--- src/sv/integer_to_radix_ascii_macros.svh ---
// Assertion macros used by the radix converter RTL.
// No dependencies; included by itra_ctrl, which carries the concurrent assertions.
`ifndef INTEGER_TO_RADIX_ASCII_MACROS_SVH
`define INTEGER_TO_RADIX_ASCII_MACROS_SVH

// same-cycle implication, disabled during reset
`define ITRA_ASSERT_NOW(lbl, clk, rst_n, ante, cons, msg) \
    lbl: assert property (@(posedge clk) disable iff (!rst_n) (ante) |-> (cons)) \
        else $error(msg);

// next-cycle implication, disabled during reset
`define ITRA_ASSERT_NEXT(lbl, clk, rst_n, ante, cons, msg) \
    lbl: assert property (@(posedge clk) disable iff (!rst_n) (ante) |=> (cons)) \
        else $error(msg);

`endif

--- src/sv/itra_pkg.sv ---
// Package for the radix converter: constants, datapath command/status types
// and the digit-to-ASCII function. No dependencies.
package itra_pkg;

    localparam int VALUE_BITS_DEF = 63;
    localparam int STORE_DEPTH    = 63;
    localparam int BITS_PER_STEP  = 8;
    localparam int RADIX_W        = 7;
    localparam int CHAR_W         = 7;
    localparam int DIGIT_W        = 6;
    localparam int CNT_W          = 7;

    localparam logic [RADIX_W-1:0] RADIX_MIN   = 7'd2;
    localparam logic [RADIX_W-1:0] RADIX_MAX   = 7'd64;
    localparam logic [RADIX_W-1:0] RADIX_RESET = 7'd10;

    localparam logic [CHAR_W-1:0] ASCII_ZERO    = 7'h30;
    localparam logic [CHAR_W-1:0] ASCII_UPPER_A = 7'h41;
    localparam logic [CHAR_W-1:0] ASCII_LOWER_A = 7'h61;
    localparam logic [CHAR_W-1:0] ASCII_PLUS    = 7'h2B;
    localparam logic [CHAR_W-1:0] ASCII_SLASH   = 7'h2F;

    typedef struct packed {
        logic load;   // take a new value, clear digit count
        logic step;   // one long-division step
        logic store;  // write remainder to the digit store
        logic rd;     // read next digit for output
    } dp_cmd_t;

    typedef struct packed {
        logic quot_zero;  // working quotient is zero
        logic cnt_last;   // digit store is on its last entry
        logic ptr_zero;   // read pointer at the least significant digit
    } dp_status_t;

    function automatic logic [CHAR_W-1:0] digit_ascii(input logic [DIGIT_W-1:0] d);
        logic [CHAR_W-1:0] c;
        case (d) inside
            [6'd0:6'd9]:   c = ASCII_ZERO + CHAR_W'(d);
            [6'd10:6'd35]: c = ASCII_UPPER_A + CHAR_W'(d) - 7'd10;
            [6'd36:6'd61]: c = ASCII_LOWER_A + CHAR_W'(d) - 7'd36;
            6'd62:         c = ASCII_PLUS;
            default:       c = ASCII_SLASH;
        endcase
        return c;
    endfunction

endpackage

--- src/sv/itra_ctrl.sv ---
// Controller: sequences load, division steps, digit stores and output
// reads; owns the output valid/last flags. Depends on itra_pkg and macros.
`include "integer_to_radix_ascii_macros.svh"

module itra_ctrl import itra_pkg::*; #(
    parameter int VALUE_BITS = VALUE_BITS_DEF
) (
    input  logic       clk,
    input  logic       rst_n,
    input  logic       in_valid,
    output logic       in_ready,
    output logic       out_valid,
    output logic       out_last,
    input  logic       out_ready,
    output dp_cmd_t    cmd,
    input  dp_status_t status
);

    localparam int STEPS  = (VALUE_BITS + BITS_PER_STEP - 1) / BITS_PER_STEP;
    localparam int STEP_W = (STEPS > 1) ? $clog2(STEPS) : 1;

    typedef enum logic [1:0] {
        IDLE,
        DIVIDE,
        STORE,
        EMIT
    } state_t;

    state_t            state_reg, state_next;
    logic [STEP_W-1:0] step_reg, step_next;
    logic              valid_reg, valid_next;
    logic              last_reg, last_next;
    logic              out_free;

    assign in_ready  = (state_reg == IDLE);
    assign out_valid = valid_reg;
    assign out_last  = last_reg;
    assign out_free  = !valid_reg || out_ready;

    always_comb
    begin
        state_next = state_reg;
        step_next  = step_reg;
        valid_next = valid_reg && !out_ready;
        last_next  = last_reg;
        cmd        = '0;
        case (state_reg)
            IDLE:
            begin
                if (in_valid)
                begin
                    cmd.load   = 1'b1;
                    step_next  = '0;
                    state_next = DIVIDE;
                end
            end
            DIVIDE:
            begin
                cmd.step = 1'b1;
                if (step_reg == STEP_W'(STEPS - 1))
                    state_next = STORE;
                else
                    step_next = step_reg + 1'b1;
            end
            STORE:
            begin
                cmd.store = 1'b1;
                step_next = '0;
                if (status.quot_zero || status.cnt_last)
                    state_next = EMIT;
                else
                    state_next = DIVIDE;
            end
            EMIT:
            begin
                // digit read lands in the output register next cycle
                if (out_free)
                begin
                    cmd.rd     = 1'b1;
                    valid_next = 1'b1;
                    last_next  = status.ptr_zero;
                    if (status.ptr_zero)
                        state_next = IDLE;
                end
            end
            default:
            begin
                state_next = IDLE;
            end
        endcase
    end

    always_ff @(posedge clk or negedge rst_n)
    begin
        if (!rst_n)
        begin
            state_reg <= IDLE;
            step_reg  <= '0;
            valid_reg <= 1'b0;
            last_reg  <= 1'b0;
        end
        else
        begin
            state_reg <= state_next;
            step_reg  <= step_next;
            valid_reg <= valid_next;
            last_reg  <= last_next;
        end
    end

    `ITRA_ASSERT_NEXT(a_load_starts_divide, clk, rst_n, in_valid && in_ready, state_reg == DIVIDE && step_reg == '0, "accepted item did not start division")
    `ITRA_ASSERT_NEXT(a_final_read_marks_last, clk, rst_n, cmd.rd && status.ptr_zero, state_reg == IDLE && valid_reg && last_reg, "final digit not flagged last")
    `ITRA_ASSERT_NEXT(a_store_continues, clk, rst_n, cmd.store && !status.quot_zero && !status.cnt_last, state_reg == DIVIDE && step_reg == '0, "nonzero quotient did not start next division")
    `ITRA_ASSERT_NOW(a_rd_only_when_free, clk, rst_n, cmd.rd, state_reg == EMIT && out_free, "digit read would overwrite a pending item")

endmodule

--- config.mk ---
export PLATFORM = sky130hd
export DESIGN_NAME = itra_ctrl
export DESIGN_NICKNAME = d
export VERILOG_FILES = /design/src/sv/itra_pkg.sv /design/src/sv/itra_ctrl.sv
export VERILOG_INCLUDE_DIRS = /design/src /design/src/sv
export SDC_FILE = /design/constraint.sdc
export NUM_CORES = 1
export LEC_CHECK = 0
export BUFFER_PORTS_ARGS = -buffer_cell sky130_fd_sc_hd__clkbuf_2
export CAP_MARGIN = 20
export CORE_AREA = 2 2 39 41
export CTS_BUF_LIST = sky130_fd_sc_hd__clkbuf_4
export CTS_CLUSTER_DIAMETER = 60
export DETAILED_ROUTE_END_ITERATION = 8
export DIE_AREA = 0 0 41 43
export PLACE_DENSITY = 0.57
export RECOVER_POWER = 50
export SETUP_SLACK_MARGIN = 0.1
export SLEW_MARGIN = 15
export SYNTH_ARGS = -nofsm -noshare
export SYNTH_HDL_FRONTEND = slang
export SYNTH_SLANG_ARGS = --single-unit
--- constraint.sdc ---
create_clock -name clk -period 1.55 [get_ports clk]
set_clock_uncertainty 0.1 [all_clocks]
set_input_delay 0.0775 -clock clk [delete_from_list [all_inputs] [get_ports clk]]
set_output_delay 0.0775 -clock clk [all_outputs]
set_load 0.1 [all_outputs]
Yosys cells after proc, flatten, opt, wreduce, memory -nomap -nowiden

Index checks and enable logic that the tools add are counted.

ROM bits: 0
Bits in latches: 0
Word-level logic and storage cells: 41
Memories: 0
Flip-flop bits (word level): 7
Input port bits: 7
RAM bits: 0
Output and inout port bits: 7

Equal/unequal tests: 9
Reduce and logical (&&, ||, !) cells: 10
Divide/modulo/power cells: 0
Shift operators: 0
Order comparisons: 0
Multiply operators: 0
Bitwise gates (word level): 0
Multiplexer cells: 17
Add/sub/neg operators: 1

Operators by type and width:

| kind                | count |
|---|---|
| $mux 2              | 5 |
| $ne 2x2->1 const B  | 5 |
| $pmux 3 s3          | 1 |
| $mux 1              | 8 |
| $pmux 2 s4          | 1 |
| $mux 3              | 2 |
| $eq 2x2->1 const B  | 2 |
| $reduce_and 4->1    | 1 |
| $add 3x1->3 const B | 1 |
| $eq 3x3->1 const B  | 1 |
| $reduce_and 3->1    | 1 |
| $reduce_bool 3->1   | 1 |
| $eq 2x1->1 const B  | 1 |
| $logic_not 1->1     | 2 |
| $logic_not 2->1     | 1 |
| $logic_or 1x1->1    | 2 |
| $reduce_and 2->1    | 1 |
| $logic_and 1x1->1   | 1 |

Logic depth before layout (Yosys ltp)

Depth after elaboration: 4
Mapped depth: 5

Worst setup path after synthesis

No wires, ideal clock.

Path kind: reg-to-output
From: reg state_reg[0]
To: out cmd[3] (netlist name)
Setup slack: -1354 ps
Required time: 1372 ps
Cell stages (with the launch flop): 4
Arrival time: 2727 ps
Path buffers: 1
Cells stage by stage: dfrtp_1 buf_2 nor2_1 and2_1

RTL lines:

| item                   | RTL line         | text |
|---|---|---|
| start, declared        | itra_ctrl.sv:29  | `state_t state_reg, state_next;` |
| start signal, assigned | itra_ctrl.sv:104 | `state_reg <= state_next;` |
| end, declared          | itra_ctrl.sv:15  | `output dp_cmd_t cmd,` |

Worst setup path after layout

From: reg step_reg[0]
To: reg step_reg[0]

Word-level cells in the longest chain between the ends: 3
Elaborated cells between the ends (all ways): 6

Ends and longest elaborated chain:

| item                                           | RTL line                         | text |
|---|---|---|
| start, declared                                | itra_ctrl.sv:30                  | `logic [STEP_W-1:0] step_reg, step_next;` |
| start signal, assigned                         | itra_ctrl.sv:105                 | `step_reg <= step_next;` |
| $add 3x1->3 or $eq 3x3->1 (tied branches)      | itra_ctrl.sv:63, itra_ctrl.sv:60 |  |
| $mux 3 or $ne 2x2->1 (tied branches)           | --                               |  |
| $pmux 3 s3 or $reduce_and 3->1 (tied branches) | --                               |  |

Parallel ways exist; a longest one is shown, timed or not. The select of a mux whose other input is x is not followed.
A chain may end at the register's enable or synchronous reset.

==> run summary <==
clk buf depth - 2
synth top area cells - dfrtp_1 44%, ha_1 6.3%, nor2_1 3.8%
clock sink total - 7
worst path bufs/invs - 0
via count - 404
gr usage total - 0.145
DP HPWL - 700 um
FP Rows - 14
Final Max Tran Viols - 0
sequential-to-total area share from yosys stat - 0.442
Crit Path Category - flip-flop to flip-flop
Startpoint Class - flip-flop
Die Y - 43 um
Final Critical Period - 1.48 ns
CP top delay family - compound AO/OA/AOI/OAI gates
input/output buffers - 13
Final Cycle Share - 0.957
syn avg cell area - 10.2 um^2
Post-Synthesis Cells - 39
f_max - 674 MHz
slowest cell on the critical path - dfrtp_1
initial core utilization - 0.287
DR iter-0 viols - 8
Clk Latency, worst-skew pair - 0.26 ns
Worst-Margin Slew - 0.549 ns
root buf cell - clkbuf_4
CTS tree - done
CP max stage delay - 0.39 ns
CP Data Arrival Time - 1.53 ns
status - finished, final reports clean
first-pass GRT wire length - 1650 um
ANT nets after route - 0
drt pass-1 iters - 4
crit end category - flip-flop
Die X - 41 um
fillers - 114
Num CTS Buffers - 3
# diodes - 0
commonest non-fill, non-tap cell in the layout - buf_4
Ports - 14
Yosys top cell area share - 0.442
Wirelength per Cell - 12.7 um
pin count of the biggest net entering global routing - 12
Max-slew headroom - 0.636
Min-Delay Path Class - input pin to flip-flop
antenna violations before repair - 0
Synthesis Warnings - 0
Crit path required time - 1.60 ns
max-cap violations - 0
Total Die Area - 0.00176 mm^2
Core Box Area - 0.00138 mm^2
clk slew on worst S/H paths - 0.06 ns
most frequent cells in the layout - 11 x buf_4, 7 x clkbuf_2, 6 x dfrtp_1, 6 x buf_12, 4 x clkbuf_4
post-synthesis net count - 48
final WL - 1080 um
Remaining Overflow, GRT - 0
setup violators final - 0
unrepaired setup endpoints after global routing - true
Synth-to-Final Area Change - 92.1%
share of layout cells above drive strength 1 - 0.609
worst-path maximum fanout - 4
Layout Nets - 79
H-tree depth - 1
leading area contributor after synthesis - dfrtp_1
CP Cell Sequence - ha_2 -> ha_4 -> o21a_4 -> a221o_1
Placer Congestion - 0.732
post-synthesis cell type count - 22
Largest register FFs - 3
FF+latch count, synth - 7
post-layout util - 0.551
final count of hold timing violations - 0
mapped cell area - 397 um^2
number of remaining DRC errors - 0
number of global-route vias before repair - 379
DR vias/cell - 4.75
[worst reg2reg max path, stage by stage (launching register included)]
cell     delay [ns]
dfrtp_1        0.39
ha_2           0.21
ha_4           0.17
o21a_4         0.20
a221o_1        0.30
[cell type report]
type | instances | area (um^2) | area share
sequential | 7 | 179 | 0.235
timing repair buffer | 28 | 273 | 0.358
inverter | 1 | 3.75 | 0.00493
multi-input combinational | 29 | 256 | 0.337
clock buffer | 4 | 30.0 | 0.0394
tap | 16 | 20.0 | 0.0263
[repair_timing]
item / in CTS / in global routing
setup endpoints to repair: 2 / 6
endpoints found under the hold margin: 10 / 0
setup buffers: 5 / 6
pin swaps: 2 / 4
hold buffers: 2 / 0
gates resized for setup: 1 / 7
[metal layers]
metal / track usage / wire length [um] / up-vias
met5: 0 / 0 / -
met1: 0.182 / 463 / 191
met3: 0.0681 / 65 / 2
met2: 0.206 / 534 / 15
met4: 0.0600 / 14 / 0
li1: - / - / 196
[synthesized netlist by cell type]
cell       number
o21ai_0         2
a221o_1         1
nor4b_1         1
nor2b_1         2
and2b_4         1
nor2_2          1
nor3b_1         2
buf_2           1
dfrtp_1         7
a21oi_1         2
nand2_1         3
nor2_1          4
ha_1            2
o21a_1          1
a2bb2oi_1       1
nand2b_1        1
mux2_2          1
and2_1          1
o21a_4          1
a31oi_1         2
buf_6           1
inv_1           1
[per-stage QoR]
stage	worst slack (ns)	hold slack (ns)	setup TNS, ns	area (um^2)	cells
global placement	0.0778	-0.176	0	607	68
global route	0.0330	0.0357	0	762	85
CTS	0.0719	0.0298	0	698	79
finish	0.0661	0.0310	0	762	85
detailed placement	0.0543	-0.171	0	607	68
floorplan	-0.316	-0.318	-0.835	448	39
[final timing paths]
check,from,endpoint,slack (ns),cells after the start
worst max-delay path,step_reg[0],step_reg[0],0.07,4
worst min-delay path,out_ready,out_valid,0.03,3
worst max register to register,step_reg[0],step_reg[0],0.07,4
worst min register to register,out_last,out_last,0.41,1
max in group asynchronous,rst_n,out_valid,0.87,2
min in group asynchronous,rst_n,out_valid,0.15,2
[cells by family (layout without fill, tap and decap cells)]
logic type | after synthesis | count (layout) | synth area share
fa+ha+maj | 2 | 2 | 0.0631
simple gates | 16 | 16 | 0.230
buf+inv | 3 | 33 | 0.0504
mux | 1 | 1 | 0.0284
compound gates | 10 | 10 | 0.186
flops | 7 | 7 | 0.442
Power is not shown: default switching activity piles up to over one toggle a cycle in this logic, so the estimate is an artifact.
