**config.mk**
```make
export PLATFORM = sky130hd
export DESIGN_NAME = itra_datapath
export DESIGN_NICKNAME = d
export VERILOG_FILES = /design/src/sv/integer_to_radix_ascii_macros.svh /design/src/sv/itra_pkg.sv /design/src/sv/itra_datapath.sv
export SDC_FILE = /design/constraint.sdc
export NUM_CORES = 1
export LEC_CHECK = 0
export BUFFER_PORTS_ARGS = -buffer_cell sky130_fd_sc_hd__buf_2
export CAP_MARGIN = 10
export CELL_PAD_IN_SITES_DETAIL_PLACEMENT = 1
export CELL_PAD_IN_SITES_GLOBAL_PLACEMENT = 1
export CORE_MARGIN = 5
export CORE_UTILIZATION = 53
export CTS_CLUSTER_DIAMETER = 40
export CTS_CLUSTER_SIZE = 28
export DETAILED_ROUTE_END_ITERATION = 16
export PLACE_DENSITY = 0.83
export SYNTH_ARGS = -nofsm -noshare
export SYNTH_HDL_FRONTEND = slang
export SYNTH_SLANG_ARGS = --single-unit
```
**constraint.sdc**
```tcl
create_clock -name clk -period 18.2 [get_ports clk]
set_clock_uncertainty 0.15 [all_clocks]
set_input_delay 3.64 -clock clk [delete_from_list [all_inputs] [get_ports clk]]
set_output_delay 3.64 -clock clk [all_outputs]
set_load 0.02 [all_outputs]
```
**src/sv/integer_to_radix_ascii_macros.svh**
```systemverilog
// Assertion macros used by the radix converter RTL.
// No dependencies; included by itra_ctrl, which carries the concurrent assertions.
`ifndef INTEGER_TO_RADIX_ASCII_MACROS_SVH
`define INTEGER_TO_RADIX_ASCII_MACROS_SVH

// same-cycle implication, disabled during reset
`define ITRA_ASSERT_NOW(lbl, clk, rst_n, ante, cons, msg) \
    lbl: assert property (@(posedge clk) disable iff (!rst_n) (ante) |-> (cons)) \
        else $error(msg);

// next-cycle implication, disabled during reset
`define ITRA_ASSERT_NEXT(lbl, clk, rst_n, ante, cons, msg) \
    lbl: assert property (@(posedge clk) disable iff (!rst_n) (ante) |=> (cons)) \
        else $error(msg);

`endif

```
**src/sv/itra_pkg.sv**
```systemverilog
// Package for the radix converter: constants, datapath command/status types
// and the digit-to-ASCII function. No dependencies.
package itra_pkg;

    localparam int VALUE_BITS_DEF = 63;
    localparam int STORE_DEPTH    = 63;
    localparam int BITS_PER_STEP  = 8;
    localparam int RADIX_W        = 7;
    localparam int CHAR_W         = 7;
    localparam int DIGIT_W        = 6;
    localparam int CNT_W          = 7;

    localparam logic [RADIX_W-1:0] RADIX_MIN   = 7'd2;
    localparam logic [RADIX_W-1:0] RADIX_MAX   = 7'd64;
    localparam logic [RADIX_W-1:0] RADIX_RESET = 7'd10;

    localparam logic [CHAR_W-1:0] ASCII_ZERO    = 7'h30;
    localparam logic [CHAR_W-1:0] ASCII_UPPER_A = 7'h41;
    localparam logic [CHAR_W-1:0] ASCII_LOWER_A = 7'h61;
    localparam logic [CHAR_W-1:0] ASCII_PLUS    = 7'h2B;
    localparam logic [CHAR_W-1:0] ASCII_SLASH   = 7'h2F;

    typedef struct packed {
        logic load;   // take a new value, clear digit count
        logic step;   // one long-division step
        logic store;  // write remainder to the digit store
        logic rd;     // read next digit for output
    } dp_cmd_t;

    typedef struct packed {
        logic quot_zero;  // working quotient is zero
        logic cnt_last;   // digit store is on its last entry
        logic ptr_zero;   // read pointer at the least significant digit
    } dp_status_t;

    function automatic logic [CHAR_W-1:0] digit_ascii(input logic [DIGIT_W-1:0] d);
        logic [CHAR_W-1:0] c;
        case (d) inside
            [6'd0:6'd9]:   c = ASCII_ZERO + CHAR_W'(d);
            [6'd10:6'd35]: c = ASCII_UPPER_A + CHAR_W'(d) - 7'd10;
            [6'd36:6'd61]: c = ASCII_LOWER_A + CHAR_W'(d) - 7'd36;
            6'd62:         c = ASCII_PLUS;
            default:       c = ASCII_SLASH;
        endcase
        return c;
    endfunction

endpackage

```
**src/sv/itra_datapath.sv**
```systemverilog
// Datapath: radix register, 8-bit-per-cycle long divider, digit store
// memory and output digit register. Depends on itra_pkg.
module itra_datapath import itra_pkg::*; #(
    parameter int VALUE_BITS = VALUE_BITS_DEF
) (
    input  logic                  clk,
    input  logic                  rst_n,
    input  dp_cmd_t               cmd,
    output dp_status_t            status,
    input  logic [VALUE_BITS-1:0] value,
    input  logic                  cfg_we,
    input  logic [RADIX_W-1:0]    cfg_radix,
    output logic [CHAR_W-1:0]     digit_char
);

    localparam int STEPS     = (VALUE_BITS + BITS_PER_STEP - 1) / BITS_PER_STEP;
    localparam int WORK_BITS = STEPS * BITS_PER_STEP;
    localparam int ADDR_W    = $clog2(STORE_DEPTH);

    logic [RADIX_W-1:0]       radix_reg;
    logic [RADIX_W-1:0]       radix_eff;
    logic [WORK_BITS-1:0]     work_reg;
    logic [WORK_BITS-1:0]     work_next;
    logic [RADIX_W-1:0]       rem_reg;
    logic [RADIX_W-1:0]       rem_next;
    logic [CNT_W-1:0]         cnt_reg;
    logic [ADDR_W-1:0]        ptr_reg;
    logic [DIGIT_W-1:0]       rd_reg;
    logic [DIGIT_W-1:0]       digit_mem [STORE_DEPTH];
    logic [BITS_PER_STEP-1:0] qbits;

    always_comb
    begin
        if (radix_reg < RADIX_MIN)
            radix_eff = RADIX_MIN;
        else if (radix_reg > RADIX_MAX)
            radix_eff = RADIX_MAX;
        else
            radix_eff = radix_reg;
    end

    // restoring division, one quotient bit per inner step; remainder stays < radix
    always_comb
    begin
        logic [RADIX_W-1:0] r;
        r     = rem_reg;
        qbits = '0;
        for (int i = 0; i < BITS_PER_STEP; i++)
        begin
            r = {r[RADIX_W-2:0], work_reg[WORK_BITS-1-i]};
            if (r >= radix_eff)
            begin
                r = r - radix_eff;
                qbits[BITS_PER_STEP-1-i] = 1'b1;
            end
        end
        rem_next  = r;
        work_next = (work_reg << BITS_PER_STEP) | WORK_BITS'(qbits);
    end

    always_ff @(posedge clk or negedge rst_n)
    begin
        if (!rst_n)
            radix_reg <= RADIX_RESET;
        else if (cfg_we)
            radix_reg <= cfg_radix;
    end

    always_ff @(posedge clk or negedge rst_n)
    begin
        if (!rst_n)
        begin
            work_reg <= '0;
            rem_reg  <= '0;
            cnt_reg  <= '0;
            ptr_reg  <= '0;
        end
        else if (cmd.load)
        begin
            work_reg <= WORK_BITS'(value);
            rem_reg  <= '0;
            cnt_reg  <= '0;
        end
        else if (cmd.step)
        begin
            work_reg <= work_next;
            rem_reg  <= rem_next;
        end
        else if (cmd.store)
        begin
            rem_reg <= '0;
            cnt_reg <= cnt_reg + 1'b1;
            ptr_reg <= cnt_reg[ADDR_W-1:0];
        end
        else if (cmd.rd)
        begin
            ptr_reg <= ptr_reg - 1'b1;
        end
    end

    always_ff @(posedge clk)
    begin
        if (cmd.store)
            digit_mem[cnt_reg[ADDR_W-1:0]] <= rem_reg[DIGIT_W-1:0];
        if (cmd.rd)
            rd_reg <= digit_mem[ptr_reg];
    end

    assign status.quot_zero = (work_reg == '0);
    assign status.cnt_last  = (cnt_reg == CNT_W'(STORE_DEPTH - 1));
    assign status.ptr_zero  = (ptr_reg == '0);
    assign digit_char       = digit_ascii(rd_reg);

endmodule

```
* After elaboration in Yosys (flattened, before gate mapping) *
Memories as Yosys holds them, arrays and structs flattened. A register that Yosys moved wholly into a read port is not among the register bits.
Cells that the tools add are included.
W data, S select, Z words.

storage, ports and cells
  output and inout port bits = 10
  memory bits (writable) = 378
  memory bits (read-only) = 0
  word-level logic and storage cells = 88
  register bits = 90
  input port bits = 77
  memories kept = 1
  latch bits = 0

memories
  name       depth  width  rd ports  clocked after memory_dff  wr ports  line                 source
  digit_mem  63     6      1         1                         1         itra_datapath.sv:29  logic [DIGIT_W-1:0] digit_mem [STORE_DEPTH];

operators by class
  reduce and logical (&&, ||, !) cells = 11
  divide/modulo/power cells = 0
  muxes and demuxes = 34
  eq/ne operators = 3
  $mul = 0
  add/subtract/negate cells = 15
  shift-type cells = 0
  bitwise logic cells = 3
  $lt $le $gt $ge = 16

operators with widths
  operator               number
  $mux W64               2
  $mux W6                13
  $logic_not A64 Y1      1
  $or A64 B8 Y64         1
  $ge A7 B7 Y1           8
  $mux W7                8
  $sub A6 B6 Y6          8
  $add A7 B6 Y7 const A  2
  $le A6 B6 Y1 const B   2
  $mux W1                10
  $add A6 B6 Y7 const A  1
  $add A7 B1 Y7 const B  1
  $eq A7 B6 Y1 const B   1
  $gt A7 B7 Y1 const B   1
  $lt A7 B2 Y1 const B   1
  $sub A7 B4 Y7 const B  1
  $sub A7 B6 Y7 const B  1
  $eq A6 B6 Y1 const B   1
  $ge A6 B1 Y1 const B   1
  $ge A6 B4 Y1 const B   1
  $ge A6 B6 Y1 const B   1
  $le A6 B4 Y1 const B   1
  $logic_not A6 Y1       1
  $reduce_bool A2 Y1     3
  other kinds (8)        11

* Longest topological paths before layout *
Gate-level depths: netlist of run 1.

  depth in word-level cells = 22
  depth in mapped cells = 61
  mapped depth without buffers = 60

* Least setup slack after synthesis of run 1 *
Ideal clock, no wire load.

  path kind = flip-flop to flip-flop
  start point = register radix_reg[3]
  end point = register rem_reg[5]
  path buffers = 1
  cell stages (with the launch flop) = 55
  arrival = 13.383 ns
  clock period less this slack = 13.660 ns
  setup time = 0.126 ns
  path slack = 4.540 ns
  data required time = 17.924 ns
  cells stage by stage = dfstp_2 > or4_1 > nor2_1 > o21ai_0 > inv_1 > fa_1 > xnor2_1 > mux2_2 > ha_1 > o21a_1 > o31a_1 > o2111a_1 > nor2_1 > mux2_2 > ha_1 > a21o_1 > a21oi_1 > a31oi_1 > (+19 left out) > o22ai_1 > a31o_2 > clkbuf_1 > mux2_2 > ha_1 > and4_1 > a311oi_1 > a21oi_1 > o21ai_0 > inv_1 > ha_1 > nor2b_1 > o21a_1 > o21ai_1 > a21oi_1 > o41ai_1 > nor3_1 > a221o_1

on the way
  cells in the longest elaborated chain, start to end = 21
  elaborated cells between the ends (all ways) = 30
  classes of those cells = add/sub (8); order compare (10); mux (12)

RTL lines
  item                                                  line                                      source
  start: declaration                                    itra_datapath.sv:20                       logic [RADIX_W-1:0] radix_reg;
  start signal: assignment                              itra_datapath.sv:66                       radix_reg <= cfg_radix;
  $gt A7 B7 Y1                                          itra_datapath.sv:36                       else if (radix_reg > RADIX_MAX)
  $mux W7                                               itra_datapath.sv:36
  $mux W7 *                                             itra_datapath.sv:34                       if (radix_reg < RADIX_MIN)
  $sub A6 B6 Y6 / $ge A7 B7 Y1 (equally long branches)  itra_datapath.sv:53, itra_datapath.sv:51
  $mux W6                                               itra_datapath.sv:51                       if (r >= radix_eff)
  $sub A6 B6 Y6 / $ge A7 B7 Y1 (equally long branches)  itra_datapath.sv:53, itra_datapath.sv:51
  $mux W6                                               itra_datapath.sv:51
  $sub A6 B6 Y6 / $ge A7 B7 Y1 (equally long branches)  itra_datapath.sv:53, itra_datapath.sv:51
  (+5 left out)                                         --
  $sub A6 B6 Y6 / $ge A7 B7 Y1 (equally long branches)  itra_datapath.sv:53, itra_datapath.sv:51
  $mux W6                                               itra_datapath.sv:51
  $ge A7 B7 Y1 / $sub A6 B6 Y6 (equally long branches)  itra_datapath.sv:51, itra_datapath.sv:53
  $mux W6                                               itra_datapath.sv:51
  $sub A6 B6 Y6 / $ge A7 B7 Y1 (equally long branches)  itra_datapath.sv:53, itra_datapath.sv:51
  $mux W6 *                                             itra_datapath.sv:51
  $mux W6 *                                             itra_datapath.sv:84                       else if (cmd.step)
  $mux W6 *                                             itra_datapath.sv:78                       else if (cmd.load)
  end signal: assignment                                itra_datapath.sv:87                       rem_reg <= rem_next;
  end: declaration                                      itra_datapath.sv:24                       logic [RADIX_W-1:0] rem_reg;

Mark *: on every way between the ends. The rest lies on a longest branch, timed or not.
A chain may end at the register's enable or synchronous reset.

* Final worst setup path of run 1 *
  start point = register radix_reg[6]
  end point = register rem_reg[4]

The elaborated chain is that of the path after synthesis.

==> impl_metrics.py, run 1 <==
metrics = {
    "setup_path": {
        "r2r_cells": 56,
        "cp-start-kind": "flip-flop",
        "r2r-end": "rem_reg[4]",
        "cp_slowest_stage_delay_ns": 0.80,
        "r2r-start": "radix_reg[6]",
        "required_ns": 18.54,
        "critPathArrivalTime_ns": 16.25,
        "path_max_fanout": 15,
        "critPathKind": "reg2reg",
        "crit_top_cell": "ha_1",
        "slowest_stage": "o41ai_1",
        "r2r_slack_ns": 2.29,
        "endpoint_kind": "flip-flop",
    },
    "global_route": {
        "grt_pass1_vias": 15186,
        "grt_pass1_wl_microns": 92000,
        "grt_max_degree": 82,
        "antenna_found_initial": 1,
        "gr-total-overflow": 0,
        "grtUsageTotal_pct": 25.6,
    },
    "min_path": {
        "hold_path.class": "reg2reg",
        "min_from": "radix_reg[0]",
        "holdPathEnd": "radix_reg[0]",
        "min_delay_path_depth": 1,
    },
    "clock_network": {
        "cts_resized": 0,
        "numClockSinks": 474,
        "clk_pin_slew_ns": 0.06,
        "cts-root-buf": "clkbuf_16",
        "tritoncts": "built",
        "post_cts_buffers": 0,
        "clk_latency_ns": 0.61,
        "cts_max_path_buffers": 3,
        "cts_buffers": 57,
        "htree_num_levels": 2,
        "ctsHoldBuffers": 0,
    },
    "floorplan": {
        "die_width_microns": 215,
        "die_h_microns": 215,
        "start_util_pct": 53.4,
        "dieArea_sq_um": 46200,
        "core_sq_um": 41800,
        "rows": 75,
        "ioPinCount": 87,
    },
    "timing": {
        "max_freq_mhz": 62.9,
        "worstMarginPinSlew_ns": 1.06,
        "final.setup.tns_ns": 0,
        "rsz0062_at_grt": "false",
        "fin_crit_sh_pct": 87.4,
        "setup_viol": 0,
        "hold_viol_final": 0,
        "slew_viol_final": 0,
        "fin_crit_ns": 15.91,
        "slew_headroom_pct": 29.3,
    },
    "synth": {
        "ys_ff_latch": 474,
        "yosysWarningCount": 0,
        "synthTopCellsByArea": "edfxtp_1, mux4_2, dfrtp_1, ha_1, mux2i_1",
        "synthCells": 1505,
        "synth_nets": 1658,
        "synth_top_area_share_pct": 51.8,
        "synth_top_area_cell": "edfxtp_1",
        "synthFlopType": "edfxtp_1",
        "yosysUniqueCellTypes": 67,
        "synth-edff-count": 384,
        "synth_area_sq_um": 22300,
        "seq_area_frac_synth_pct": 61.9,
        "syn_area_per_cell_sq_um": 14.8,
        "async_flop_share_pct": 19.0,
    },
    "finish": {
        "area_delta_synth_final_pct": 13.1,
        "nFillCells": 3897,
        "nNetsFinal": 1748,
        "layout_common_cells": "edfxtp_1, nor2_1, mux4_2, nand2_1, o21ai_0",
        "drive_above_1_share_pct": 22.3,
        "mostFrequentLayoutCell": "edfxtp_1",
        "diodes": 0,
        "largest_reg_flops": 378,
    },
    "detailed_routing": {
        "drtIter0Drc": 1027,
        "final_antenna_net_count": 0,
        "drc": 0,
        "avgRoutedWirePerCell_microns": 26.9,
        "dr.pass1.iters": 5,
        "routed_via_density": 6.32,
        "num_vias": 13802,
        "routed_wl_microns": 58800,
    },
    "placed_design": {
        "gp_congestion": 0.887,
        "portBuffers": 86,
        "place_hpwl_microns": 38300,
    },
    "status": {
        "status": "finished clean",
    },
    "job": {
        "maxCapViolations": 0,
    },
}
per-layer routing:
| layer | routed length, microns | track usage [%] | vias to the layer above |
|---|---|---|---|
| li1 | - | - | 6046 |
| met1 | 22800 | 32.4 | 7130 |
| met2 | 30400 | 45.1 | 485 |
| met3 | 3410 | 4.55 | 139 |
| met4 | 2140 | 8.79 | 2 |
| met5 | 7 | 0 | - |
through the flow:
stage	setup WS [ns]	instance area, sq um	hold slack [ns]	utilization [%]	std cells
global placement	3.30	23200	0.356	55.6	2074
CTS	2.47	25200	0.377	60.3	2182
floorplan	4.54	22300	0.322	-	1505
detailed placement	2.51	23200	0.363	55.6	2074
finish	2.29	25200	0.367	60.3	2183
global route	1.14	25200	0.402	60.3	2183
cells in the mapped netlist (6+ instances only):
master	count
a21o_1	16
nand4_1	13
mux4_2	120
xor2_1	10
nor3_1	16
o21ai_1	7
buf_1	9
dfrtp_1	88
nor2_1	122
o31a_1	9
edfxtp_1	384
nand2_1	118
ha_1	68
nand3_1	11
a21oi_1	40
nor2b_1	12
buf_2	7
mux2i_1	66
or3_1	7
o21ai_0	109
fa_1	8
nand2b_1	12
o21a_1	20
buf_4	7
nor4_1	18
mux2_2	14
o31ai_1	6
clkbuf_1	49
a211oi_1	6
xnor2_1	22
inv_1	37
logic make-up (layout without fill, tap and decap cells):
logic type / count (synthesis) / count (layout) / synth area share, %
simple gates: 352 / 352 / 7.12
fa+ha+maj: 76 / 76 / 4.54
flops: 474 / 474 / 61.9
mux: 201 / 201 / 15.9
xor+xnor: 32 / 32 / 1.26
buf+inv: 109 / 248 / 1.99
compound gates: 261 / 261 / 7.35
critical path, delay by kind of cell, from the launching register on:
family / cells / cell delay [ns]
AO/OA/AOI/OAI: 28 / 7.81
adder cells (fa/ha/maj): 8 / 2.65
AND/OR/NAND/NOR: 10 / 2.18
multiplexers: 5 / 1.85
buffers and inverters: 5 / 0.77
flip-flops: 1 / 0.37
how the worst max path moves through the flow:
stage / start / to / slack, ns / cells past startpoint
floorplan: radix_reg[3] / rem_reg[5] / 4.54 / 54
global placement: radix_reg[6] / rem_reg[5] / 3.30 / 57
detailed placement: radix_reg[6] / rem_reg[3] / 2.51 / 56
CTS: radix_reg[6] / rem_reg[4] / 2.47 / 56
global route: radix_reg[6] / rem_reg[4] / 1.14 / 56
finish: radix_reg[6] / rem_reg[4] / 2.29 / 56
final cells by class:
cell class	count	area, sq um	share of cell area, %
Timing Repair Buffer	103	563	2.24
Clock inverter	50	531	2.11
Multi-Input combinational cell	922	8050	32.0
Tap cell	539	674	2.68
Clock buffer	58	1430	5.68
Inverter	37	139	0.551
Sequential cell	474	13800	54.8
Power of run 1 is left out: the tool's default activity adds up to more than one toggle a clock period on the data nets, which glitch-free logic cannot reach.
==> run 2, diff against run 1 <==
RECOVER_POWER = 50   (was not set)
==> impl_metrics.py, run 2 (synthesis results as in run 1) <==
metrics = {
    "setup_path": {
        "r2r-end": "rem_reg[4]",
        "crit_top_cell": "ha_1",
        "slowest_stage": "dfrtp_1",
        "cp-endpoint": "rem_reg[4]",
        "critPathKind": "reg2reg",
        "r2r_slack_ns": 2.23,
        "path_max_fanout": 34,
        "required_ns": 18.53,
        "critPathArrivalTime_ns": 16.31,
        "r2r-start": "rem_reg[0]",
        "cp-start-kind": "flip-flop",
        "endpoint_kind": "flip-flop",
        "r2r_cells": 57,
        "cp_slowest_stage_delay_ns": 1.17,
        "critPathLaunch": "rem_reg[0]",
    },
    "finish": {
        "nNetsFinal": 1748,
        "mostFrequentLayoutCell": "edfxtp_1",
        "diodes": 0,
        "area_delta_synth_final_pct": 12.9,
        "nFillCells": 3908,
        "layout_common_cells": "edfxtp_1, nor2_1, mux4_2, nand2_1, o21ai_0",
        "drive_above_1_share_pct": 21.5,
        "largest_reg_flops": 378,
    },
    "global_route": {
        "gr-total-overflow": 0,
        "grt_pass1_vias": 15186,
        "grtUsageTotal_pct": 25.6,
        "grt_pass1_wl_microns": 92000,
        "grt_max_degree": 82,
        "antenna_found_initial": 1,
    },
    "placed_design": {
        "gp_congestion": 0.887,
        "portBuffers": 86,
        "place_hpwl_microns": 38300,
    },
    "floorplan": {
        "ioPinCount": 87,
        "die_width_microns": 215,
        "dieArea_sq_um": 46200,
        "core_sq_um": 41800,
        "die_h_microns": 215,
        "rows": 75,
        "start_util_pct": 53.4,
    },
    "clock_network": {
        "clk_pin_slew_ns": 0.07,
        "ctsHoldBuffers": 0,
        "post_cts_buffers": 0,
        "cts_max_path_buffers": 3,
        "tritoncts": "built",
        "htree_num_levels": 2,
        "clk_latency_ns": 0.61,
        "cts-root-buf": "clkbuf_16",
        "cts_resized": 0,
        "cts_buffers": 57,
        "numClockSinks": 474,
    },
    "detailed_routing": {
        "dr.pass1.iters": 5,
        "drtIter0Drc": 1022,
        "num_vias": 13770,
        "routed_wl_microns": 58700,
        "routed_via_density": 6.31,
        "drc": 0,
        "final_antenna_net_count": 0,
        "avgRoutedWirePerCell_microns": 26.9,
    },
    "timing": {
        "worstMarginPinSlew_ns": 4.40,
        "fin_crit_sh_pct": 87.8,
        "slew_viol_final": 520,
        "rsz0062_at_grt": "false",
        "final.setup.tns_ns": 0,
        "slew_headroom_pct": -193,
        "fin_crit_ns": 15.97,
        "setup_viol": 0,
        "hold_viol_final": 0,
        "max_freq_mhz": 62.6,
    },
    "status": {
        "violations": "max-capacitance violations, max-slew violations",
        "status": "complete, but fails checks",
    },
    "job": {
        "maxCapViolations": 9,
    },
    "min_path": {
        "hold_path.class": "reg2reg",
    },
}
==> run 2: changes by cell type in the layout (fill, tap and decap cells not counted) <==
| cell | before | now |
|---|---|---|
| buf_2 | 83 | 81 |
| buf_4 | 19 | 10 |
| clkbuf_1 | 1 | 12 |
| dfrtp_1 | 79 | 81 |
| dfrtp_2 | 7 | 5 |
==> run 2: cell type report <==
type                    instances  area, sq um  area share, %
clock inverters                50          531           2.11
multi-input cells             922         8050           32.0
clock buffers                  58         1430           5.69
repair buffers                103          527           2.09
flip-flops and latches        474        13800           54.9
well taps                     539          674           2.68
inverters                      37          139          0.552
==> run 2: how the worst min path moves through the flow <==
stage,startpoint,end,cells past startpoint
2_1_floorplan,radix_reg[0],radix_reg[0],1
3_3_place_gp,radix_reg[0],radix_reg[0],1
3_5_place_dp,radix_reg[0],radix_reg[0],1
4_1_cts,radix_reg[0],radix_reg[0],1
5_1_grt,radix_reg[0],radix_reg[0],1
6_report,radix_reg[0],radix_reg[0],1
==> run 2: through the flow <==
step | util (%) | hold WS (ns) | std cells | worst slack, ns | instance area, sq um
after CTS | 60.3 | 0.377 | 2182 | 2.47 | 25200
after global routing | 60.2 | 0.402 | 2183 | 0.908 | 25100
final | 60.2 | 0.366 | 2183 | 2.23 | 25100
after floorplan | - | 0.322 | 1505 | 4.54 | 22300
after detailed placement | 55.6 | 0.363 | 2074 | 2.51 | 23200
after global placement | 55.6 | 0.356 | 2074 | 3.30 | 23200
==> run 2: critical path, delay by kind of cell, from the launching register on <==
| family | cells | cell delay (ns) |
|---|---|---|
| AO/OA/AOI/OAI | 28 | 7.45 |
| XOR/XNOR | 1 | 0.19 |
| adder cells (fa/ha/maj) | 8 | 2.47 |
| buffers and inverters | 5 | 0.87 |
| flip-flops | 1 | 1.17 |
| multiplexers | 4 | 1.54 |
| AND/OR/NAND/NOR | 11 | 1.97 |
==> run 2: layer usage <==
metal	wire length, microns	vias up	track usage (%)
met4	2100	2	8.79
met2	30400	460	45.1
met5	7	-	0
met1	23000	7131	32.4
met3	3240	133	4.55
li1	-	6044	-
Power of run 2 is left out for the same reason.
==> run 3, diff against run 2 <==
==> constraint.sdc (replaced) <==
create_clock -name clk -period 18.2 [get_ports clk]
set_clock_uncertainty 0.15 [all_clocks]
set_input_delay 0 -clock clk [delete_from_list [all_inputs] [get_ports clk]]
set_output_delay 0 -clock clk [all_outputs]
set_load 0.02 [all_outputs]
==> impl_metrics.py, run 3 (synthesis results as in run 1) <==
metrics = {
    "status": {
        "status": "complete, but fails checks",
        "violations": "max-capacitance violations, max-slew violations",
    },
    "global_route": {
        "grt_pass1_vias": 17214,
        "grtUsageTotal_pct": 32.1,
        "antenna_found_initial": 7,
        "gr-total-overflow": 0,
        "grt_pass1_wl_microns": 112000,
        "grt_max_degree": 82,
    },
    "setup_path": {
        "r2r_slack_ns": 0.92,
        "cp_slowest_stage_delay_ns": 2.18,
        "crit_family": "compound AO/OA/AOI/OAI gates",
        "slowest_stage": "clkbuf_1",
        "critPathKind": "reg2reg",
        "required_ns": 18.55,
        "r2r-end": "rem_reg[2]",
        "endpoint_kind": "flip-flop",
        "path_buf_inv": 5,
        "critPathArrivalTime_ns": 17.64,
        "r2r_cells": 51,
        "cp-start-kind": "flip-flop",
        "r2r-start": "rem_reg[1]",
        "path_max_fanout": 65,
        "crit_top_cell": "ha_1",
    },
    "detailed_routing": {
        "num_vias": 15619,
        "routed_via_density": 6.64,
        "drtIter0Drc": 1722,
        "drc": 0,
        "dr.pass1.iters": 7,
        "avgRoutedWirePerCell_microns": 31.3,
        "final_antenna_net_count": 0,
        "routed_wl_microns": 73700,
    },
    "timing": {
        "slew_viol_final": 481,
        "max_freq_mhz": 57.9,
        "final.setup.tns_ns": 0,
        "setup_viol": 0,
        "worstMarginPinSlew_ns": 4.48,
        "slew_headroom_pct": -199,
        "fin_crit_ns": 17.28,
        "fin_crit_sh_pct": 95.0,
        "setup_ws_ns": 0.918,
        "hold_viol_final": 0,
        "rsz0062_at_grt": "false",
    },
    "min_path": {
        "min_delay_path_depth": 4,
        "min_from": "value[13]",
        "hold_path.class": "in2reg",
        "holdPathEnd": "work_reg[13]",
    },
    "floorplan": {
        "die_h_microns": 215,
        "dieArea_sq_um": 46200,
        "rows": 75,
        "ioPinCount": 87,
        "die_width_microns": 215,
        "start_util_pct": 53.4,
        "core_sq_um": 41800,
    },
    "finish": {
        "layout_common_cells": "edfxtp_1, dlygate4sd3_1, nor2_1, mux4_2, nand2_1",
        "nNetsFinal": 1912,
        "largest_reg_flops": 378,
        "mostFrequentLayoutCell": "edfxtp_1",
        "area_delta_synth_final_pct": 20.5,
        "drive_above_1_share_pct": 19.3,
    },
    "clock_network": {
        "cts_resized": 0,
        "cts-root-buf": "clkbuf_16",
        "cts_max_path_buffers": 3,
        "clk_pin_slew_ns": 0.08,
        "clk_latency_ns": 0.65,
        "tritoncts": "built",
        "htree_num_levels": 2,
        "cts_buffers": 58,
        "numClockSinks": 474,
    },
    "placed_design": {
        "place_ws_ns": 2.70,
        "place_hpwl_microns": 37900,
        "gp_congestion": 0.887,
        "portBuffers": 86,
    },
    "job": {
        "maxCapViolations": 8,
    },
}
## run 3: worst max path at each step
stage,depth (start not counted),to,slack [ns],from
floorplan,54,rem_reg[5],4.54,radix_reg[3]
global placement,57,rem_reg[5],3.30,radix_reg[6]
detailed placement,56,rem_reg[2],2.70,radix_reg[6]
CTS,56,rem_reg[2],2.64,radix_reg[6]
global route,51,rem_reg[2],0.24,rem_reg[2]
finish,51,rem_reg[2],0.92,rem_reg[1]
## run 3: worst reg2reg max path, delay by kind of cell, from the launching register on
family                   cells  cell delay (ns)
AO/OA/AOI/OAI               24             7.36
adder cells (fa/ha/maj)      7             2.26
buffers and inverters        5             2.78
flip-flops                   1             0.39
multiplexers                 5             2.15
AND/OR/NAND/NOR             10             2.08
## run 3: through the flow
step           hold WS, ns  utilization [%]  area [sq um]  std cells
2_1_floorplan       -0.446                -         22300       1505
4_1_cts           0.000616             64.3         26900       2344
6_report            0.0335             64.3         26800       2352
3_5_place_dp        -0.111             55.6         23200       2072
5_1_grt             0.0476             64.3         26800       2350
3_3_place_gp        -0.118             55.6         23200       2072
## run 3: layout make-up
type	count	area (sq um)
inverter	37	139
tap	539	674
sequential	474	13800
clock buffer	62	1490
fill	3805	14900
antenna	5	12.5
timing repair buffer	266	2160
clock inverter	47	526
multi-input combinational	922	8050
## run 3: routing by layer
layer | wire [microns] | global-route usage [%]
met1 | 25400 | 36.9
met2 | 37100 | 54.7
met3 | 5700 | 7.95
met4 | 5540 | 19.1
met5 | 23 | 0
## run 3: repair_timing
action                                  CTS  global route
setup buffers                             0             0
endpoints found under the setup margin    0             0
hold endpoints to repair                186             0
hold buffers                            163             0
Power of run 3 is left out for the same reason.
